===== config.mk =====
export PLATFORM = sky130hd
export DESIGN_NAME = tdl_front
export DESIGN_NICKNAME = d
export VERILOG_FILES = /design/src/rtl/core/tdl_pkg.sv /design/src/rtl/core/tdl_front.sv
export SDC_FILE = /design/constraint.sdc
export NUM_CORES = 1
export LEC_CHECK = 0
export BUFFER_PORTS_ARGS = -buffer_cell sky130_fd_sc_hd__buf_2
export CORE_ASPECT_RATIO = 1.25
export CORE_MARGIN = 2
export CORE_UTILIZATION = 55
export CTS_CLUSTER_SIZE = 28
export DETAILED_ROUTE_END_ITERATION = 6
export HOLD_SLACK_MARGIN = 0.15
export PLACE_DENSITY = 0.77
export SYNTH_ARGS = -nofsm -noshare
export SYNTH_HDL_FRONTEND = slang
export SYNTH_SLANG_ARGS = --single-unit

===== constraint.sdc =====
create_clock -name clock -period 8 [get_ports clock]
set_input_delay 0.4 -clock clock [delete_from_list [all_inputs] [get_ports clock]]
set_output_delay 0.4 -clock clock [all_outputs]
set_load 0.02 [all_outputs]

===== src/rtl/core/tdl_pkg.sv =====
// Shared types, constants and helpers of the TD critic core.
package tdl_pkg;

   localparam int NUM_FEATURES   = 8;
   localparam int WEIGHT_ENTRIES = 4096;
   localparam int TRACE_DEPTH    = 8;
   localparam int QUEUE_DEPTH    = 4;

   localparam int IDX_W   = 12;
   localparam int WADDR_W = $clog2(WEIGHT_ENTRIES);
   localparam int POS_W   = $clog2(NUM_FEATURES);
   localparam int CNT_W   = $clog2(NUM_FEATURES + 1);
   localparam int SLOT_W  = (TRACE_DEPTH > 1) ? $clog2(TRACE_DEPTH) : 1;
   localparam int FILL_W  = $clog2(TRACE_DEPTH + 1);
   localparam int QPTR_W  = $clog2(QUEUE_DEPTH);

   localparam logic [1:0] CSR_DISCOUNT    = 2'd0;
   localparam logic [1:0] CSR_LEARN_RATE  = 2'd1;
   localparam logic [1:0] CSR_TRACE_DECAY = 2'd2;

   localparam logic [15:0] DISCOUNT_RST    = 16'd64880;
   localparam logic [15:0] LEARN_RATE_RST  = 16'd655;
   localparam logic [15:0] TRACE_DECAY_RST = 16'd58982;

   typedef enum logic [1:0] {
      OP_SCALE = 2'd0,
      OP_FEAT  = 2'd1,
      OP_LAST  = 2'd2
   } op_type;

   typedef struct packed {
      op_type                   op;
      logic [2:0]               position;
      logic signed [15:0]       scale_value;
      logic [IDX_W-1:0]         feature_index;
      logic signed [31:0]       reward;
      logic                     terminal;
   } item_type;

   typedef struct packed {
      logic     valid;
      item_type item;
   } queue_head_type;

   typedef struct packed {
      logic pop;
      logic clearing;
   } back_ctl_type;

   typedef logic [NUM_FEATURES-1:0][IDX_W-1:0] feat_row_type;

   function automatic logic signed [31:0] sat32(input logic signed [63:0] x);
      if (x > 64'sd2147483647) begin
         return 32'sh7fffffff;
      end else if (x < -64'sd2147483648) begin
         return 32'sh80000000;
      end
      return x[31:0];
   endfunction

endpackage


===== src/rtl/core/tdl_front.sv =====
// Front end: classifies accepted transactions and queues them for the back end.
module tdl_front
   import tdl_pkg::*;
(
   input  logic               clock,
   input  logic               reset,
   input  logic               req_valid,
   output logic               req_stall,
   input  logic               req_cmd,
   input  logic [2:0]         req_position,
   input  logic signed [15:0] req_scale_value,
   input  logic [11:0]        req_feature_index,
   input  logic signed [31:0] req_reward,
   input  logic               req_terminal,
   input  logic               req_last_feature,
   input  back_ctl_type       ctl,
   output queue_head_type     head
);

   item_type           q_ff [QUEUE_DEPTH];
   logic [QPTR_W-1:0]  wp_ff, wp_in, rp_ff, rp_in;
   logic [QPTR_W:0]    cnt_ff, cnt_in;
   logic               push, pop;
   item_type           cls;

   assign req_stall = ctl.clearing || (cnt_ff == (QPTR_W+1)'(QUEUE_DEPTH));
   assign push      = req_valid && !req_stall;
   assign pop       = ctl.pop && (cnt_ff != '0);

   always_comb begin
      cls.position      = req_position;
      cls.scale_value   = req_scale_value;
      cls.feature_index = req_feature_index;
      cls.reward        = req_reward;
      cls.terminal      = req_terminal;
      if (req_cmd) begin
         cls.op = OP_SCALE;
      end else if (req_last_feature) begin
         cls.op = OP_LAST;
      end else begin
         cls.op = OP_FEAT;
      end
   end

   always_comb begin
      wp_in  = push ? wp_ff + 1'b1 : wp_ff;
      rp_in  = pop  ? rp_ff + 1'b1 : rp_ff;
      cnt_in = cnt_ff + (QPTR_W+1)'(push) - (QPTR_W+1)'(pop);
   end

   always_ff @(posedge clock) begin
      if (reset) begin
         wp_ff  <= '0;
         rp_ff  <= '0;
         cnt_ff <= '0;
      end else begin
         wp_ff  <= wp_in;
         rp_ff  <= rp_in;
         cnt_ff <= cnt_in;
      end
   end

   always_ff @(posedge clock) begin
      if (push) begin
         q_ff[wp_ff] <= cls;
      end
   end

   assign head.valid = (cnt_ff != '0);
   assign head.item  = q_ff[rp_ff];

endmodule


==> flow_metrics.py, run 1 <==
metrics = {
    "clock_tree": {
        "path_clk_slew_ns": 0.06,
        "ctsHtreeMaxLevel": 1,
        "cts_root_buf": "clkbuf_16",
        "insertion_delay_ns": 0.51,
        "tritoncts": "done",
        "clockBufferDepth": 3,
        "post_cts_resize_count": 0,
        "cts.sinks": 273,
        "cts_made_buffers": 26,
    },
    "die": {
        "die_x_um": 125,
        "rows": 55,
        "fp.dieH_um": 155,
        "ios": 139,
        "dieArea_mm2": 0.0193,
        "start_util_pct": 55.7,
        "core_mm2": 0.0180,
    },
    "pwr": {
        "peakVddDrop_uv": 221,
        "p_switching_uw": 993,
        "p_comb_share_pct": 21.0,
        "clock_power_share_pct": 32.7,
        "p_leak_nw": 4.22,
        "power_frac_seq_pct": 46.3,
        "p_per_area_mw_per_mm2": 303,
        "swShare_pct": 26.4,
        "p_int_mw": 2.77,
    },
    "global_routing": {
        "grt_pass1_vias": 5154,
        "grt_antenna_before_repair": 0,
        "grt_use_total_pct": 18.7,
        "grt_pass1_wl_um": 27800,
        "overflow": 0,
        "grt_max_degree": 67,
    },
    "timing": {
        "grt_setup_unrepaired": "no",
        "setup_tns_ns": 0,
        "fin_worst_skew_ns": 0.00564,
        "drv_slew": 0,
        "worst_pin_slew_ns": 1.03,
        "setup_viol": 0,
        "fmax_mhz": 313,
        "max-slew-margin-rel_pct": 31.2,
        "hold_viol_final": 0,
        "min_period_ns": 3.19,
        "period_share_pct": 39.9,
    },
    "yosys": {
        "synth-async-reset-ratio_pct": 0,
        "synth_edf_count": 264,
        "synth_top_cell_area_share_pct": 79.2,
        "synth_commonest_cells": "edfxtp_1 (264), mux4_2 (66), dfxtp_1 (9), nor2_1 (9), ha_1 (6)",
        "ys_types": 24,
        "synth_ff_type": "edfxtp_1",
        "synth_seq_cells": 273,
        "synth_area_leader_cell": "edfxtp_1",
        "ys_warn_count": 0,
        "synth_nets": 474,
        "synthesis.instances": 396,
        "synthTopCellsByArea": "edfxtp_1 (79%), mux4_2 (15%), dfxtp_1 (1.8%)",
        "postSynthAreaPerCell_um2": 25.3,
        "seq_area_frac_synth_pct": 81.0,
        "syn_area_mm2": 0.0100,
        "synth_most_common_cell": "edfxtp_1",
    },
    "detailed_routing": {
        "drt-vias-per-instance": 5.49,
        "first_pass_iters": 4,
        "vias": 4718,
        "avgRoutedWirePerCell_um": 20.7,
        "drt_wl_total_um": 17800,
        "postRouteAntennaNets": 0,
        "drcViolationCount": 0,
        "dr.first_iter.drc_count": 309,
    },
    "critical_path": {
        "endpoint": "head[3]",
        "worst-r2r-cell-count": 11,
        "r2r_setup_slack_ns": 5.58,
        "r2r-end": "cnt_ff[2]$_SDFF_PP0_",
        "worst_setup_path_end_kind": "output pin",
        "cp_max_fo": 34,
        "crit_type": "reg -> out",
        "r2r_start": "cnt_ff[1]$_SDFF_PP0_",
        "required_ns": 7.60,
        "cp.arrival_ns": 2.79,
        "critPathLaunchType": "flop",
    },
    "finish": {
        "nFillCells": 1105,
        "diodes": 0,
        "drive_above_1_share_pct": 40.2,
        "fin_nets": 691,
        "syn2layout_area_growth_pct": 24.2,
        "fin_cells": 860,
    },
    "hold_path": {
        "hold_class": "in -> reg",
    },
    "place": {
        "gp_congestion": 0.690,
        "hpwl_um": 9800,
        "numPlacedInstances": 748,
        "port-buffer-count": 138,
    },
    "run": {
        "cap_violations": 0,
    },
    "outcome": {
        "status": "completed",
    },
}
-- metrics by stage --
step / hold WS, ns / setup WS [ns] / utilization [%] / power, mW / instance area [um2]
floorplan: 0.482 / 5.22 / - / 2.32 / 10000
global placement: 0.489 / 5.23 / 60.7 / 2.53 / 10900
detailed placement: 0.511 / 5.22 / 60.7 / 2.55 / 10900
CTS: 0.218 / 4.67 / 69.2 / 3.80 / 12400
global route: 0.231 / 4.54 / 69.2 / 3.91 / 12400
finish: 0.247 / 4.81 / 69.2 / 3.76 / 12400
-- worst min path at each step --
stage                                from                    end  slack (ns)  cells after the start
floorplan           wp_ff[1]$_SDFFE_PP0P_  wp_ff[1]$_SDFFE_PP0P_        0.48                      2
global placement    wp_ff[1]$_SDFFE_PP0P_  wp_ff[1]$_SDFFE_PP0P_        0.49                      2
detailed placement  rp_ff[1]$_SDFFE_PP0P_                   flop        0.51                      2
CTS                      req_last_feature  q_ff[2][64]$_DFFE_PP_        0.22                      2
global route             req_last_feature  q_ff[2][64]$_DFFE_PP_        0.23                      2
finish                   req_last_feature  q_ff[2][64]$_DFFE_PP_        0.25                      2
-- per-layer routing --
| layer | part of all wire, % | track usage, % | routed length (um) |
|---|---|---|---|
| met5 | 0 | 0 | 0 |
| met2 | 52 | 32.9 | 9280 |
| met3 | 4.9 | 3.36 | 876 |
| met4 | 3.4 | 7.12 | 604 |
| met1 | 39 | 23.5 | 7020 |
-- critical path, stage by stage, from the launching register on --
cell	delay, ns
dfxtp_4	0.76
buf_4	0.70
mux4_2	0.61
buf_2	0.18
-- cells in the final DEF, fill, tap and decap left out, types with 4 or more instances in the layout --
master | netlist | layout
inv_1 | 5 | 5
clkbuf_16 | 0 | 27
dfxtp_1 | 9 | 7
buf_2 | 5 | 138
and2_4 | 0 | 4
nor2_1 | 9 | 9
clkinv_1 | 0 | 4
clkinv_2 | 0 | 8
edfxtp_1 | 264 | 264
mux4_2 | 66 | 66
dlygate4sd3_1 | 0 | 65
ha_1 | 6 | 6
bufinv_16 | 0 | 4
-- power by group through the flow --
stage | combinational (mW) | sequential (mW) | clock [mW]
2_1_floorplan | 0.625 | 1.70 | 0
3_3_place_gp | 0.760 | 1.77 | 0
3_5_place_dp | 0.772 | 1.78 | 0
4_1_cts | 0.801 | 1.75 | 1.25
5_1_grt | 0.843 | 1.76 | 1.31
6_report | 0.789 | 1.74 | 1.23
-- kinds of logic after synthesis --
kind of cell             count (synthesis)  share of synthesized area [%]
flip-flops                             273                           81.0
multiplexers                            68                           15.1
AND/OR/NAND/NOR                         21                           1.08
buffers and inverters                   20                           1.26
adder cells (fa/ha/maj)                  7                          0.950
AO/OA/AOI/OAI                            4                          0.338
XOR/XNOR                                 3                          0.263
-- area by class of cell --
cell class	count	area, um2	share of cell area, %
Sequential cell	273	8120	65.3
Multi-Input combinational cell	103	1780	14.3
Timing Repair Buffer	204	1350	10.9
Clock buffer	29	683	5.50
Tap cell	228	285	2.30
Clock inverter	18	191	1.54
Inverter	5	18.8	0.151
-- sequential cells by signal, summed over array words and instances, names as in the netlist, named ones only --
signal	cells
wp_ff	2
rp_ff	2
q_ff	264
cnt_ff	3
-- timing repair --
item / 4_1_cts / 5_1_grt
hold buffers: 65 / 0
setup buffers: 0 / 0
hold endpoints to repair: 257 / 0
(Power assumes the default switching activity.)
==> inputs of run 2 (changes only) <==
==> constraint.sdc (replaced) <==
create_clock -name clock -period 3.1 [get_ports clock]
set_input_delay 0.155 -clock clock [delete_from_list [all_inputs] [get_ports clock]]
set_output_delay 0.155 -clock clock [all_outputs]
set_load 0.02 [all_outputs]
==> run 2 against run 1 <==
Compared with the run above:
- count of clock-buffer cells in the layout rose by 2
- worst hold slack better by 0.16 ns
- global-route usage is 0.27 points higher
- sequential share of layout area down 0.22 points
- final area is 0.34% higher
- sequential cell count is the same
- clock skew is 0.0036 ns higher
- cell count increased by 0.93%
- combinational power increased to 2.7 times the previous value
- critical path depth rose by 11
- total power rose to 2.5 times the previous value
- non-clock buffer count increased by 11
- critical path type is now in -> reg
- largest cell class unchanged
==> flow_metrics.py, run 2 (synthesis gave the netlist of run 1 again) <==
metrics = {
    "run": {
        "cap_violations": 0,
    },
    "pwr": {
        "clock_power_share_pct": 30.2,
        "swShare_pct": 26.9,
        "p_comb_share_pct": 22.8,
        "peakVddDrop_uv": 574,
        "finalPower_mw": 9.45,
        "p_switching_mw": 2.55,
        "p_leak_nw": 4.23,
        "p_per_area_mw_per_mm2": 758,
        "p_int_mw": 6.91,
        "power_frac_seq_pct": 47.1,
    },
    "detailed_routing": {
        "dr.first_iter.drc_count": 367,
        "postRouteAntennaNets": 0,
        "first_pass_iters": 6,
        "avgRoutedWirePerCell_um": 21.1,
        "drt-vias-per-instance": 5.51,
        "drt_wl_total_um": 18300,
        "vias": 4783,
        "drcViolationCount": 0,
    },
    "clock_tree": {
        "tritoncts": "done",
        "cts_root_buf": "clkbuf_16",
        "cts.sinks": 273,
        "clockBufferDepth": 3,
        "ctsHtreeMaxLevel": 1,
        "cts_made_buffers": 24,
        "post-cts-setup-buffer-count": 0,
        "insertion_delay_ns": 0.51,
        "path_clk_slew_ns": 0.07,
    },
    "timing": {
        "period_share_pct": 89.0,
        "max-slew-margin-rel_pct": 34.8,
        "final.setup.worst_slack_ns": 0.342,
        "setup_tns_ns": 0,
        "min_period_ns": 2.76,
        "hold_viol_final": 0,
        "fin_worst_skew_ns": 0.00927,
        "grt_setup_unrepaired": "no",
        "worst_pin_slew_ns": 0.977,
        "setup_viol": 0,
        "fmax_mhz": 363,
        "drv_slew": 0,
    },
    "hold_path": {
        "min-delay-start": "req_feature_index[3]",
        "hold_class": "in -> reg",
        "hold_end": "q_ff[3][36]$_DFFE_PP_",
        "holdPathStages": 2,
    },
    "finish": {
        "syn2layout_area_growth_pct": 24.6,
        "diodes": 0,
        "final_util_pct": 69.4,
        "largest_register": "q_ff",
        "fin_nets": 700,
        "drive_above_1_share_pct": 39.2,
        "final_common_cell": "edfxtp_1",
        "largest_reg_flops": 264,
        "largest_registers": "q_ff x264, cnt_ff x3",
        "layout_common_cells": "edfxtp_1 (264), buf_2 (138), dlygate4sd3_1 (71)",
        "postLayoutCellArea_mm2": 0.0125,
    },
    "global_routing": {
        "grt_use_total_pct": 19.0,
        "overflow": 0,
        "grt_pass1_vias": 5191,
        "grt_antenna_before_repair": 0,
        "grt_pass1_wl_um": 28200,
        "grt_max_degree": 67,
    },
    "critical_path": {
        "r2r_start": "cnt_ff[1]$_SDFF_PP0_",
        "r2r-end": "cnt_ff[2]$_SDFF_PP0_",
        "cp.arrival_ns": 3.19,
        "worst-r2r-cell-count": 11,
        "cp_max_fo": 7,
        "required_ns": 3.53,
        "r2r_setup_slack_ns": 0.61,
        "crit_type": "in -> reg",
        "worst_setup_path_end_kind": "flop",
        "critPathLaunchType": "input pin",
    },
    "die": {
        "rows": 55,
        "die_x_um": 125,
        "ios": 139,
        "core_mm2": 0.0180,
        "start_util_pct": 55.7,
        "fp.dieH_um": 155,
        "dieArea_mm2": 0.0193,
    },
    "place": {
        "place_area_mm2": 0.0110,
        "port-buffer-count": 138,
        "gp_congestion": 0.733,
        "pre_cts_ws_ns": 0.619,
        "hpwl_um": 10500,
    },
    "outcome": {
        "status": "completed",
    },
}
-- run 2: worst max path at each step --
stage / from / end / slack (ns) / depth (start not counted)
floorplan: cnt_ff[1]$_SDFF_PP0_ / q_ff[2][0]$_DFFE_PP_ / 0.32 / 3
global placement: cnt_ff[1]$_SDFF_PP0_ / cnt_ff[2]$_SDFF_PP0_ / 0.82 / 11
detailed placement: cnt_ff[1]$_SDFF_PP0_ / cnt_ff[2]$_SDFF_PP0_ / 0.62 / 11
CTS: req_valid / cnt_ff[2]$_SDFF_PP0_ / 0.36 / 14
global route: req_valid / cnt_ff[2]$_SDFF_PP0_ / 0.19 / 14
finish: req_valid / cnt_ff[2]$_SDFF_PP0_ / 0.34 / 14
-- run 2: worst max-delay path, cell delays in order --
cell and delay [ns]:
dlygate4sd3_1 0.51, buf_2 0.10, nand2b_1 0.05, dlygate4sd3_1 0.58, a21oi_2 0.29, inv_1 0.08, ha_1 0.30, inv_1 0.08
ha_1 0.15, inv_1 0.05, fa_1 0.37, xor2_1 0.17, and2_1 0.17, nor3_1 0.12
-- run 2: power groups by stage --
| stage | logic [mW] | registers (mW) | clock network [mW] |
|---|---|---|---|
| 2_1_floorplan | 1.61 | 4.39 | 0 |
| 4_1_cts | 2.19 | 4.46 | 2.90 |
| 6_report | 2.15 | 4.45 | 2.85 |
| 3_5_place_dp | 2.10 | 4.53 | 0 |
| 3_3_place_gp | 2.07 | 4.51 | 0 |
| 5_1_grt | 2.29 | 4.48 | 3.05 |
-- run 2: area by class of cell --
class | count | area [um2]
clock inverter | 13 | 109
tap | 228 | 285
clock buffer | 31 | 648
fill | 1091 | 5500
sequential | 273 | 8120
timing repair buffer | 215 | 1510
multi-input combinational | 103 | 1780
inverter | 5 | 18.8
-- run 2: layer usage --
| layer | GRT usage [%] | wire length (um) | vias to the layer above |
|---|---|---|---|
| met2 | 32.9 | 9540 | 150 |
| met1 | 24.6 | 7350 | 2469 |
| met3 | 3.49 | 956 | 36 |
| li1 | - | - | 2128 |
| met4 | 6.53 | 491 | 0 |
| met5 | 0 | 0 | - |
-- run 2: stage by stage --
stage | instances | hold slack [ns]
floorplan | 396 | 0.254
global placement | 753 | 0.364
detailed placement | 753 | 0.371
CTS | 868 | 0.389
global route | 868 | 0.408
finish | 868 | 0.403
-- run 2: what timing repair did --
| action | in CTS | in global routing |
|---|---|---|
| endpoints found under the hold margin | 273 | 0 |
| hold buffers | 71 | 0 |
| resized for setup | 0 | 0 |
==> inputs of run 3 (changes only) <==
--- a/config.mk
+++ b/config.mk
@@ -5,6 +5,7 @@
 export SDC_FILE = /design/constraint.sdc
 export NUM_CORES = 1
 export LEC_CHECK = 0
+export ABC_AREA = 1
 export BUFFER_PORTS_ARGS = -buffer_cell sky130_fd_sc_hd__buf_2
 export CORE_ASPECT_RATIO = 1.25
 export CORE_MARGIN = 2
@@ -12,7 +13,7 @@
 export CTS_CLUSTER_SIZE = 28
 export DETAILED_ROUTE_END_ITERATION = 6
 export HOLD_SLACK_MARGIN = 0.15
-export PLACE_DENSITY = 0.77
+export PLACE_DENSITY = 0.76
 export SYNTH_ARGS = -nofsm -noshare
 export SYNTH_HDL_FRONTEND = slang
 export SYNTH_SLANG_ARGS = --single-unit
==> run 3 against run 2 <==
Compared with the run above:
- critical endpoint is now head[45]
- cell count is 39% higher
- via count rose by 37%
- largest cell class unchanged
- routed wire length is 22% higher
- sequential power is 2% lower
- combinational power increased by 21%
==> flow_metrics.py, run 3 <==
metrics = {
    "detailed_routing": {
        "drcViolationCount": 0,
        "avgRoutedWirePerCell_um": 18.5,
        "drt_wl_total_um": 22400,
        "vias": 6534,
        "dr.first_iter.drc_count": 469,
        "postRouteAntennaNets": 0,
        "drt-vias-per-instance": 5.41,
        "first_pass_iters": 4,
    },
    "pwr": {
        "p_int_mw": 6.94,
        "power_frac_seq_pct": 43.2,
        "p_comb_share_pct": 26.0,
        "swShare_pct": 31.0,
        "p_switching_mw": 3.12,
        "peakVddDrop_uv": 558,
        "p_leak_nw": 4.66,
        "p_per_area_mw_per_mm2": 751,
        "finalPower_mw": 10.1,
        "clock_power_share_pct": 30.8,
    },
    "yosys": {
        "seq_area_frac_synth_pct": 74.5,
        "synthTopCellsByArea": "edfxtp_1 (73%), o21ai_0 (5.5%), o22ai_2 (4.6%)",
        "synth-async-reset-ratio_pct": 0,
        "synthesis.instances": 710,
        "synth_seq_cells": 273,
        "synth_commonest_cells": "edfxtp_1 (264), o21ai_0 (119), nor2_1 (102)",
        "synth_edf_count": 264,
        "synth_nets": 788,
        "ys_types": 25,
        "synth_ff_type": "edfxtp_1",
        "synth_most_common_cell": "edfxtp_1",
        "synth_area_leader_cell": "edfxtp_1",
        "ys_warn_count": 0,
        "synth_top_cell_area_share_pct": 72.9,
        "syn_area_mm2": 0.0109,
        "postSynthAreaPerCell_um2": 15.3,
    },
    "critical_path": {
        "crit_type": "reg -> out",
        "cp.arrival_ns": 2.35,
        "required_ns": 2.94,
        "worst_setup_path_end_kind": "output pin",
        "cp_max_fo": 46,
        "critPathLaunchType": "flop",
    },
    "finish": {
        "final_common_cell": "edfxtp_1",
        "drive_above_1_share_pct": 30.8,
        "syn2layout_area_growth_pct": 23.0,
        "final_util_pct": 69.0,
        "fin_nets": 1003,
        "layout_common_cells": "edfxtp_1 (264), buf_2 (138), o21ai_0 (119)",
        "largest_reg_flops": 264,
        "nFillCells": 1337,
        "largest_registers": "q_ff x264, cnt_ff x3",
        "largest_register": "q_ff",
        "fin_cells": 1208,
    },
    "timing": {
        "setup_viol": 0,
        "period_share_pct": 80.7,
        "hold_viol_final": 0,
        "grt_setup_unrepaired": "no",
        "drv_slew": 0,
        "worst_pin_slew_ns": 0.702,
        "fmax_mhz": 399,
        "hold_slack_ns": 0.371,
        "fin_worst_skew_ns": 0.00653,
        "max-slew-margin-rel_pct": 53.2,
        "min_period_ns": 2.50,
    },
    "die": {
        "ios": 139,
        "start_util_pct": 56.1,
        "core_mm2": 0.0194,
        "fp.dieH_um": 161,
        "die_x_um": 130,
        "rows": 57,
        "dieArea_mm2": 0.0209,
    },
    "clock_tree": {
        "insertion_delay_ns": 0.51,
        "cts_root_buf": "clkbuf_16",
        "tritoncts": "done",
        "post_cts_resize_count": 0,
        "cts_made_buffers": 26,
        "clockBufferDepth": 3,
        "ctsHtreeMaxLevel": 1,
        "path_clk_slew_ns": 0.06,
        "cts.sinks": 273,
    },
    "global_routing": {
        "grt_use_total_pct": 21.3,
        "grt_pass1_wl_um": 34500,
        "grt_pass1_vias": 6727,
        "overflow": 0,
        "grt_max_degree": 133,
        "grt_antenna_before_repair": 1,
    },
    "place": {
        "hpwl_um": 12600,
        "gp_congestion": 0.766,
        "numPlacedInstances": 1090,
        "port-buffer-count": 138,
    },
    "hold_path": {
        "hold_class": "in -> reg",
    },
    "outcome": {
        "status": "completed",
    },
    "run": {
        "cap_violations": 0,
    },
}
## run 3: final cells by class
class | count | area (um2) | area share, %
Sequential cell | 273 | 8110 | 60.6
Multi-Input combinational cell | 374 | 2430 | 18.1
Clock inverter | 16 | 150 | 1.12
Tap cell | 265 | 332 | 2.48
Clock buffer | 29 | 683 | 5.10
Timing Repair Buffer | 229 | 1590 | 11.9
Inverter | 21 | 83.8 | 0.626
Antenna cell | 1 | 2.50 | 0.0187
## run 3: per-stage QoR
| stage | area (um2) | setup TNS (ns) | worst slack (ns) |
|---|---|---|---|
| floorplan | 10900 | -243.30 | -0.922 |
| global placement | 11800 | 0 | 0.941 |
| detailed placement | 11800 | 0 | 0.844 |
| CTS | 13400 | 0 | 0.552 |
| global route | 13400 | 0 | 0.415 |
| finish | 13400 | 0 | 0.597 |
## run 3: final timing paths
| path | from | to | slack, ns | cells after the start |
|---|---|---|---|---|
| setup / recovery | flop | head[45] | 0.60 | 4 |
| hold / removal | reset | cnt_ff[1]$_SDFF_PP0_ | 0.37 | 3 |
| setup reg to reg | cnt_ff[1]$_SDFF_PP0_ | cnt_ff[2]$_SDFF_PP0_ | 0.85 | 13 |
| hold reg to reg | rp_ff[1]$_SDFFE_PP0P_ | flop | 0.51 | 2 |
## run 3: kinds of logic (layout without fill, tap and decap cells)
logic type	Yosys count	count (layout)	synth area share, %
XOR/XNOR	1	1	0.0805
AND/OR/NAND/NOR	166	166	8.69
adder cells (fa/ha/maj)	7	7	0.874
AO/OA/AOI/OAI	200	200	12.4
flip-flops	273	273	74.5
other	0	1	0
buffers and inverters	63	295	3.45
## run 3: metal layers
layer / up-vias / track usage (%) / routed length [um]
met4: 0 / 7.23 / 502
met5: - / 0 / 0
met3: 32 / 2.72 / 1010
li1: 3070 / - / -
met1: 3257 / 26.4 / 8820
met2: 175 / 38.6 / 12100
## run 3: what timing repair did
| action | in CTS | in global routing |
|---|---|---|
| hold buffers | 72 | 0 |
| endpoints found under the hold margin | 273 | 0 |
| endpoints found under the setup margin | 0 | 0 |
| setup buffers | 0 | 0 |
## run 3: critical path: stages (launching register included)
cell     delay, ns
dfxtp_2       0.61
buf_4         0.53
o21ai_0       0.17
o22ai_1       0.30
buf_2         0.23
## run 3: power by group through the flow
stage	clock [mW]	sequential [mW]	combinational (mW)
floorplan	0	4.41	1.84
global placement	0	4.42	2.51
detailed placement	0	4.42	2.55
CTS	3.13	4.35	2.63
global route	3.27	4.36	2.83
finish	3.10	4.34	2.61
